===== config.mk =====
export PLATFORM = sky130hd
export DESIGN_NAME = strided_tensor_address_generator_unit
export DESIGN_NICKNAME = d
export VERILOG_FILES = /design/src/sv/stag_pkg.sv /design/src/sv/stag_cfg_regs.sv /design/src/sv/stag_coord_walk.sv /design/src/sv/stag_offset_pipe.sv /design/src/sv/strided_tensor_address_generator_unit.sv
export SDC_FILE = /design/constraint.sdc
export NUM_CORES = 2
export LEC_CHECK = 0
export BUFFER_PORTS_ARGS = -buffer_cell sky130_fd_sc_hd__buf_2
export CAP_MARGIN = 10
export CORE_UTILIZATION = 55
export CTS_CLUSTER_SIZE = 16
export DETAILED_ROUTE_END_ITERATION = 12
export MAX_ROUTING_LAYER = met4
export PLACE_DENSITY = 0.74
export SLEW_MARGIN = 20
export SYNTH_ARGS = -nofsm -noshare
export SYNTH_HDL_FRONTEND = slang
export SYNTH_SLANG_ARGS = --single-unit

===== constraint.sdc =====
create_clock -name clk -period 7.3 [get_ports clk]
set_input_delay 0.365 -clock clk [delete_from_list [all_inputs] [get_ports clk]]
set_output_delay 0.365 -clock clk [all_outputs]
set_load 0.02 [all_outputs]

===== src/sv/stag_pkg.sv =====
// Shared types and constants of the strided tensor address generator.
// No dependencies; imported by every module of the block.
package stag_pkg;

  localparam int NDIM       = 4;
  localparam int SIZE_W     = 12;
  localparam int STRIDE_W   = 32;
  localparam int OFFSET_W   = 46;
  localparam int INDEX_W    = 48;
  localparam int PROD_W     = SIZE_W + STRIDE_W;
  localparam int PSUM_W     = PROD_W + 1;
  localparam int CFG_ADDR_W = 5;
  localparam int CFG_DATA_W = 32;

  typedef logic [SIZE_W-1:0]   dim_size_t;
  typedef logic [SIZE_W-1:0]   coord_t;
  typedef logic [STRIDE_W-1:0] stride_t;
  typedef logic [INDEX_W-1:0]  index_t;

  // Register map, one 32-bit word each
  typedef enum logic [2:0] {
    REG_DIM0_SIZE   = 3'd0,
    REG_DIM1_SIZE   = 3'd1,
    REG_DIM2_SIZE   = 3'd2,
    REG_DIM3_SIZE   = 3'd3,
    REG_DIM0_STRIDE = 3'd4,
    REG_DIM1_STRIDE = 3'd5,
    REG_DIM2_STRIDE = 3'd6,
    REG_DIM3_STRIDE = 3'd7
  } cfg_reg_t;

  // Index 0 is the outermost dimension
  typedef struct packed {
    dim_size_t [NDIM-1:0] size;
    stride_t   [NDIM-1:0] stride;
  } tensor_cfg_t;

  // One element as issued by the coordinate walker
  typedef struct packed {
    coord_t [NDIM-1:0] coord;
    index_t            index;
    logic              last;
  } step_t;

endpackage


===== src/sv/stag_cfg_regs.sv =====
// APB-style register file holding dimension sizes and strides.
// Depends on stag_pkg.
module stag_cfg_regs
  import stag_pkg::*;
(
  input  logic                  clk,
  input  logic                  rst_n,
  input  logic                  psel,
  input  logic                  penable,
  input  logic                  pwrite,
  input  logic [CFG_ADDR_W-1:0] paddr,
  input  logic [CFG_DATA_W-1:0] pwdata,
  output logic [CFG_DATA_W-1:0] prdata,
  output logic                  pready,
  output tensor_cfg_t           cfg
);

  dim_size_t size_r [NDIM];
  stride_t   stride_r [NDIM];
  cfg_reg_t  reg_sel;
  logic      wr_en;

  assign reg_sel = cfg_reg_t'(paddr[CFG_ADDR_W-1:2]);
  assign wr_en   = psel && penable && pwrite;
  assign pready  = 1'b1;

  always_ff @(posedge clk) begin
    if (!rst_n) begin
      for (int d = 0; d < NDIM; d++) begin
        size_r[d]   <= SIZE_W'(1);
        stride_r[d] <= STRIDE_W'(1);
      end
    end else if (wr_en) begin
      case (reg_sel)
        REG_DIM0_SIZE:   size_r[0]   <= pwdata[SIZE_W-1:0];
        REG_DIM1_SIZE:   size_r[1]   <= pwdata[SIZE_W-1:0];
        REG_DIM2_SIZE:   size_r[2]   <= pwdata[SIZE_W-1:0];
        REG_DIM3_SIZE:   size_r[3]   <= pwdata[SIZE_W-1:0];
        REG_DIM0_STRIDE: stride_r[0] <= pwdata[STRIDE_W-1:0];
        REG_DIM1_STRIDE: stride_r[1] <= pwdata[STRIDE_W-1:0];
        REG_DIM2_STRIDE: stride_r[2] <= pwdata[STRIDE_W-1:0];
        REG_DIM3_STRIDE: stride_r[3] <= pwdata[STRIDE_W-1:0];
        default: ;
      endcase
    end
  end

  always_comb begin
    case (reg_sel)
      REG_DIM0_SIZE:   prdata = CFG_DATA_W'(size_r[0]);
      REG_DIM1_SIZE:   prdata = CFG_DATA_W'(size_r[1]);
      REG_DIM2_SIZE:   prdata = CFG_DATA_W'(size_r[2]);
      REG_DIM3_SIZE:   prdata = CFG_DATA_W'(size_r[3]);
      REG_DIM0_STRIDE: prdata = CFG_DATA_W'(stride_r[0]);
      REG_DIM1_STRIDE: prdata = CFG_DATA_W'(stride_r[1]);
      REG_DIM2_STRIDE: prdata = CFG_DATA_W'(stride_r[2]);
      REG_DIM3_STRIDE: prdata = CFG_DATA_W'(stride_r[3]);
      default:         prdata = '0;
    endcase
  end

  always_comb begin
    for (int d = 0; d < NDIM; d++) begin
      cfg.size[d]   = size_r[d];
      cfg.stride[d] = stride_r[d];
    end
  end

endmodule


===== src/sv/stag_coord_walk.sv =====
// Coordinate and element counter state with the carry-chain advance.
// Depends on stag_pkg.
module stag_coord_walk
  import stag_pkg::*;
#(
  parameter int ACTIVE_DIMS = 4
) (
  input  logic        clk,
  input  logic        rst_n,
  input  tensor_cfg_t cfg,
  input  logic        accept,
  input  logic        restart,
  output step_t       step
);

  localparam int FirstDim = NDIM - ACTIVE_DIMS;

  coord_t coord_r   [NDIM];
  coord_t coord_nxt [NDIM];
  coord_t coord_cur [NDIM];
  index_t cnt_r;
  index_t cnt_nxt;
  index_t cnt_cur;
  logic [NDIM-1:0] dim_final;
  logic            last;

  always_comb begin
    logic [SIZE_W:0] size_eff;
    logic            carry;
    size_eff = '0;
    carry    = 1'b1;
    for (int d = 0; d < NDIM; d++) begin
      coord_cur[d] = restart ? '0 : coord_r[d];
      size_eff     = (cfg.size[d] == '0) ? (SIZE_W+1)'(1) : {1'b0, cfg.size[d]};
      // inactive outer dimensions never block the end of a pass
      dim_final[d] = (d < FirstDim) || (({1'b0, coord_cur[d]} + (SIZE_W+1)'(1)) >= size_eff);
    end
    last = &dim_final;
    // innermost dimension moves fastest, carry outward
    for (int d = NDIM - 1; d >= 0; d--) begin
      if (last || d < FirstDim) begin
        coord_nxt[d] = '0;
      end else if (carry) begin
        coord_nxt[d] = dim_final[d] ? '0 : coord_cur[d] + SIZE_W'(1);
      end else begin
        coord_nxt[d] = coord_cur[d];
      end
      carry = carry & dim_final[d];
    end
    cnt_cur = restart ? '0 : cnt_r;
    cnt_nxt = last ? '0 : cnt_cur + INDEX_W'(1);
  end

  always_comb begin
    for (int d = 0; d < NDIM; d++) begin
      step.coord[d] = (d < FirstDim) ? '0 : coord_cur[d];
    end
    step.index = cnt_cur;
    step.last  = last;
  end

  always_ff @(posedge clk) begin
    if (!rst_n) begin
      for (int d = 0; d < NDIM; d++) begin
        coord_r[d] <= '0;
      end
      cnt_r <= '0;
    end else if (accept) begin
      for (int d = 0; d < NDIM; d++) begin
        coord_r[d] <= coord_nxt[d];
      end
      cnt_r <= cnt_nxt;
    end
  end

endmodule


===== src/sv/stag_offset_pipe.sv =====
// Three-stage offset pipeline: products, pair sums, final sum and output.
// Depends on stag_pkg.
module stag_offset_pipe
  import stag_pkg::*;
(
  input  logic                clk,
  input  logic                rst_n,
  input  tensor_cfg_t         cfg,
  input  logic                in_valid,
  output logic                in_stall,
  output logic                accept,
  input  step_t               step,
  output logic                out_valid,
  input  logic                out_stall,
  output logic [OFFSET_W-1:0] out_source_offset,
  output index_t              out_dest_index,
  output logic                out_last_of_pass
);

  logic v1_r, v2_r, v3_r;
  logic en1, en2, en3;

  logic [PROD_W-1:0] prod_r [NDIM];
  index_t            idx1_r;
  logic              last1_r;

  logic [PSUM_W-1:0] psum_lo_r, psum_hi_r;
  index_t            idx2_r;
  logic              last2_r;

  logic [OFFSET_W-1:0] offset_r;
  index_t              idx3_r;
  logic                last3_r;

  // a stage moves when its successor is empty or moving
  assign en3      = !v3_r || !out_stall;
  assign en2      = !v2_r || en3;
  assign en1      = !v1_r || en2;
  assign in_stall = !en1;
  assign accept   = in_valid && en1;

  always_ff @(posedge clk) begin
    if (!rst_n) begin
      v1_r <= 1'b0;
      v2_r <= 1'b0;
      v3_r <= 1'b0;
    end else begin
      if (en1) v1_r <= accept;
      if (en2) v2_r <= v1_r;
      if (en3) v3_r <= v2_r;
    end
  end

  always_ff @(posedge clk) begin
    if (accept) begin
      for (int d = 0; d < NDIM; d++) begin
        prod_r[d] <= PROD_W'(step.coord[d]) * PROD_W'(cfg.stride[d]);
      end
      idx1_r  <= step.index;
      last1_r <= step.last;
    end
    if (v1_r && en2) begin
      psum_lo_r <= PSUM_W'(prod_r[0]) + PSUM_W'(prod_r[1]);
      psum_hi_r <= PSUM_W'(prod_r[2]) + PSUM_W'(prod_r[3]);
      idx2_r    <= idx1_r;
      last2_r   <= last1_r;
    end
    if (v2_r && en3) begin
      offset_r <= OFFSET_W'(psum_lo_r) + OFFSET_W'(psum_hi_r);
      idx3_r   <= idx2_r;
      last3_r  <= last2_r;
    end
  end

  assign out_valid         = v3_r;
  assign out_source_offset = offset_r;
  assign out_dest_index    = idx3_r;
  assign out_last_of_pass  = last3_r;

endmodule


===== src/sv/strided_tensor_address_generator_unit.sv =====
// Strided tensor address generator: one gather address per accepted transfer.
// Throughput: one transfer per cycle while out_stall is low, set by the
// three-stage multiply/add pipeline behind the walker.
// Reset (rst_n low, synchronous): coordinates and element counter go to zero,
// sizes and strides go to 1, the pipeline empties.
module strided_tensor_address_generator_unit
  import stag_pkg::*;
#(
  parameter int MAX_DIMS = 4
) (
  input  logic                  clk,
  input  logic                  rst_n,
  // input channel
  input  logic                  in_valid,
  output logic                  in_stall,
  input  logic                  in_restart,
  // result channel
  output logic                  out_valid,
  input  logic                  out_stall,
  output logic [OFFSET_W-1:0]   out_source_offset,
  output logic [INDEX_W-1:0]    out_dest_index,
  output logic                  out_last_of_pass,
  // configuration port
  input  logic                  psel,
  input  logic                  penable,
  input  logic                  pwrite,
  input  logic [CFG_ADDR_W-1:0] paddr,
  input  logic [CFG_DATA_W-1:0] pwdata,
  output logic [CFG_DATA_W-1:0] prdata,
  output logic                  pready
);

  // Clamp the rank to what the datapath holds; outer dimensions beyond it
  // behave as size 1 with coordinate 0.
  localparam int ActiveDims = (MAX_DIMS > NDIM) ? NDIM :
                              ((MAX_DIMS < 1) ? 1 : MAX_DIMS);

  tensor_cfg_t cfg;
  step_t       step;
  logic        accept;

  // Sizes and strides; the user must write them only while the block is idle (the block does not enforce this).
  stag_cfg_regs u_cfg (
    .clk     (clk),
    .rst_n   (rst_n),
    .psel    (psel),
    .penable (penable),
    .pwrite  (pwrite),
    .paddr   (paddr),
    .pwdata  (pwdata),
    .prdata  (prdata),
    .pready  (pready),
    .cfg     (cfg)
  );

  // Walker: presents the current element (after restart) and advances its
  // coordinates and counter on every input transfer.
  stag_coord_walk #(
    .ACTIVE_DIMS (ActiveDims)
  ) u_walk (
    .clk     (clk),
    .rst_n   (rst_n),
    .cfg     (cfg),
    .accept  (accept),
    .restart (in_restart),
    .step    (step)
  );

  // Offset pipeline: multiply each coordinate by its stride, then reduce.
  // Bubbles collapse, so new transfers are taken while a result waits, until the pipeline is full.
  stag_offset_pipe u_pipe (
    .clk               (clk),
    .rst_n             (rst_n),
    .cfg               (cfg),
    .in_valid          (in_valid),
    .in_stall          (in_stall),
    .accept            (accept),
    .step              (step),
    .out_valid         (out_valid),
    .out_stall         (out_stall),
    .out_source_offset (out_source_offset),
    .out_dest_index    (out_dest_index),
    .out_last_of_pass  (out_last_of_pass)
  );

endmodule

==> flow_metrics.py <==
metrics = {
    "status": {
        "outcome": "finished, final reports clean",
    },
    "cts": {
        "clock_path_buffers": 3,
        "cts_tree": "built",
        "clock_latency_ps": 740,
        "root_buffer": "clkbuf_16",
        "cts_buffers": 81,
        "clkTransAtPathRegs_ps": 60,
        "h-tree-depth": 3,
        "cts_sinks": 734,
    },
    "detailed_routing": {
        "routedWlPerCell_um": 21.4,
        "highest-signal-layer": "met4",
        "drc": 0,
        "drt-pass1-iter-count": 7,
        "wl_met3_um": 28300,
        "vias": 60900,
        "ant_nets": 0,
        "drt_iter0_drc": 5992,
        "met2_wirelength_um": 98500,
        "met1Wirelength_um": 91300,
        "drt-total-wl_um": 228000,
        "vias_per_cell": 5.71,
    },
    "setup_path": {
        "timing.critical_path.mode_cell": "fa_1",
        "worstRegToRegCells": 21,
        "max_stage_delay_ps": 560,
        "worstPathRequired_ps": 7780,
        "startpoint": "u_walk.coord_r[0][20]$_SDFFCE_PP0P_",
        "crit_buf_inv": 4,
        "cp_top_family": "adder cells",
        "critPathLaunchType": "flop",
        "critPathCaptureType": "flop",
        "cp.depth": 21,
        "regToRegStartpoint": "u_walk.coord_r[0][20]$_SDFFCE_PP0P_",
        "path_class": "reg2reg",
        "worstPathMaxFanout": 15,
        "worstPathArrival_ps": 7420,
        "worstPathCellList": "nor2b_2 -> buf_4 -> buf_4 -> nand2_1 -> fa_1 -> inv_1 -> fa_1 -> fa_1 -> fa_1 -> fa_1 -> ha_1 -> a21o_1 -> a211o_1 -> or2_2 -> a21oi_1 -> o21ai_0 -> buf_4 -> a31oi_1 -> o21bai_1 -> a21oi_1 -> xnor2_1",
        "slowest_stage": "fa_1",
    },
    "placed_design": {
        "gp_congestion": 1.02,
        "hpwl_um": 183000,
        "port_buffers": 171,
        "placed_area_um2": 86600,
    },
    "finish": {
        "syn_to_final_growth_pct": 8.08,
        "multi_input_area_um2": 54200,
        "nFillCells": 12300,
        "layout-drive-gt1-share_pct": 7.41,
        "postLayoutCoreUtil_pct": 60.2,
        "nNetsFinal": 10400,
        "final_cell_area_um2": 89300,
        "register_area_um2": 21500,
    },
    "synth": {
        "synth-seq-cells": 734,
        "syn-instance-count": 8530,
        "yosysSeqAreaShare_pct": 26.0,
        "syn-num-nets": 10300,
        "synth_top_area_share_pct": 29.1,
        "yosysTopAreaCell": "fa_1",
        "synth_edf_count": 683,
        "synth_cell_types": 95,
        "avgSynthCellArea_um2": 9.69,
        "yosysWarnings": 0,
        "synth_ff_type": "edfxtp_1",
        "async_flop_share_pct": 0,
        "synth_area_um2": 82700,
        "synth_commonest_cells": "inv_1 (1,451), nand2_1 (1,351), fa_1 (1,203), edfxtp_1 (683), and2_1 (632)",
        "yosysMostFrequentCell": "inv_1",
        "synth_area_leaders": "fa_1 (29%), edfxtp_1 (25%), ha_1 (7.8%)",
    },
    "grt": {
        "grt_usage_pct": 31.5,
        "antenna_found_initial": 14,
        "overflow": 0,
        "grt_start_max_net_pins": 140,
        "grt_pass1_wl_um": 355000,
        "grt_pass1_vias": 62100,
    },
    "timing": {
        "finalHoldWorstSlack_ps": 72.6,
        "fin_skew_ps": 48.0,
        "rsz0062_at_grt": "false",
        "worst_slew_pin_slew_ps": 1080,
        "maxSlewViolCount": 0,
        "slew_headroom_pct": 27.7,
        "final-setup-viol-count": 0,
        "finalCritPeriodShare_pct": 95.1,
        "finalHoldViolCount": 0,
        "final.min_clock_period_ps": 6940,
        "setup_tns_ps": 0,
        "fmax_mhz": 144,
    },
    "pwr": {
        "power.density_nw_per_um2": 205,
        "p_leak_nw": 41.7,
        "power_mw": 18.3,
        "ir_drop_v": 0.000203,
    },
    "die": {
        "start_util_pct": 55.7,
        "core_area_um2": 148000,
        "dieArea_um2": 152000,
        "die_height_um": 390,
        "fp.dieW_um": 390,
        "rows": 141,
        "io_pins": 175,
    },
    "min_path": {
        "hold_depth": 2,
        "hp-start": "pwdata[14]",
        "min_path_type": "in2reg",
    },
    "run": {
        "drv_cap": 0,
    },
}
[registers in the layout (all words and copies together) (netlist names), 45 cells and up]
name / flops
u_cfg.size_r: 48
u_cfg.stride_r: 128
u_pipe.idx1_r: 48
u_pipe.idx2_r: 48
u_pipe.out_dest_index: 48
u_pipe.out_source_offset: 46
u_pipe.prod_r: 176
u_pipe.psum_hi_r: 45
u_pipe.psum_lo_r: 45
u_walk.cnt_r: 48
u_walk.coord_r: 48
[worst register-to-register path: cells and delay by family, from the launching register on]
kind | cells | cell delay [ps]
adders and majority gates | 6 | 2850
AOI/OAI and AO/OA | 7 | 1490
and+or+nand+nor | 3 | 890
buffers and inverters | 4 | 810
DFF | 1 | 400
xor gates and xnor gates | 1 | 260
[layout make-up]
cell class	count	area share, %
tap	2002	2.80
timing repair buffer	417	3.30
sequential	734	24.1
multi-input combinational	5908	60.7
antenna	3	0.00840
clock buffer	104	2.38
clock inverter	47	0.634
inverter	1452	6.11
[placed cells by master (no fill, tap or decap), types with 15 or more instances in the layout]
master | netlist | final
xnor2_1 | 206 | 206
nor4_1 | 18 | 18
clkbuf_1 | 405 | 22
a21oi_1 | 304 | 304
a31oi_1 | 34 | 34
o21bai_1 | 43 | 43
inv_1 | 1451 | 1449
and4_1 | 16 | 16
nor2b_2 | 1 | 40
buf_2 | 12 | 170
o21a_1 | 62 | 62
buf_4 | 1 | 226
nand3_1 | 86 | 86
nor3_1 | 41 | 40
a211oi_1 | 22 | 21
o21ai_0 | 199 | 195
edfxtp_1 | 683 | 683
ha_1 | 514 | 514
dfxtp_1 | 51 | 51
and2_1 | 632 | 632
clkbuf_16 | 0 | 81
or3_1 | 26 | 26
a22oi_1 | 53 | 53
fa_1 | 1203 | 1203
nor2_1 | 229 | 222
buf_12 | 0 | 17
nand2b_1 | 50 | 50
nand2_1 | 1351 | 1351
a21o_1 | 173 | 172
and3_1 | 52 | 52
a221oi_1 | 17 | 17
o31ai_1 | 16 | 15
o211ai_1 | 18 | 18
nor2b_1 | 124 | 84
nand4_1 | 60 | 60
xor2_1 | 125 | 125
[routing by layer]
layer / track usage (%) / vias up
met5: - / -
met4: 12.7 / 0
met3: 9.52 / 450
met2: 45.5 / 3142
met1: 41.4 / 30100
li1: - / 27200
[through the flow]
stage,worst slack [ps],cells
2_1_floorplan,7.38,8530
3_3_place_gp,273,10500
3_5_place_dp,174,10500
4_1_cts,356,10700
5_1_grt,9.47,10700
6_report,360,10700
[where the power goes]
part           leakage [nW]  switching, mW  internal (mW)
Combinational          33.3           4.91           3.15
Clock                  1.29           1.80           2.37
Sequential             7.06          0.567           5.55
[worst paths after layout]
| path | endpoint | slack (ps) |
|---|---|---|
| worst max-delay path | u_pipe.prod_r[1][43]$_DFFE_PP_ | 360 |
| worst max register to register | u_pipe.prod_r[1][43]$_DFFE_PP_ | 360 |
| worst min-delay path | u_cfg.stride_r[0][14]$_SDFFCE_PN0P_ | 70 |
| worst min register to register | u_pipe.out_dest_index[31]$_DFFE_PP_ | 410 |
[timing repair]
| action | in CTS | in global routing |
|---|---|---|
| gates resized for setup | 0 | 1 |
| hold buffers | 3 | 0 |
| endpoints found under the setup margin | 0 | 1 |
| hold endpoints to repair | 4 | 0 |
| buffers inserted | 0 | 0 |
[kinds of logic (layout without fill, tap and decap cells)]
group	count (synthesis)	in the layout	synth area share, %
AO/OA/AOI/OAI	1098	1098	8.66
XOR/XNOR	331	331	3.51
adder cells (fa/ha/maj)	1717	1717	36.9
buffers and inverters	1888	2020	8.61
flip-flops	734	734	26.0
multiplexers	19	19	0.265
other	1	4	0.00454
AND/OR/NAND/NOR	2742	2742	16.0
Note: power is estimated with default switching activity, not from simulation.
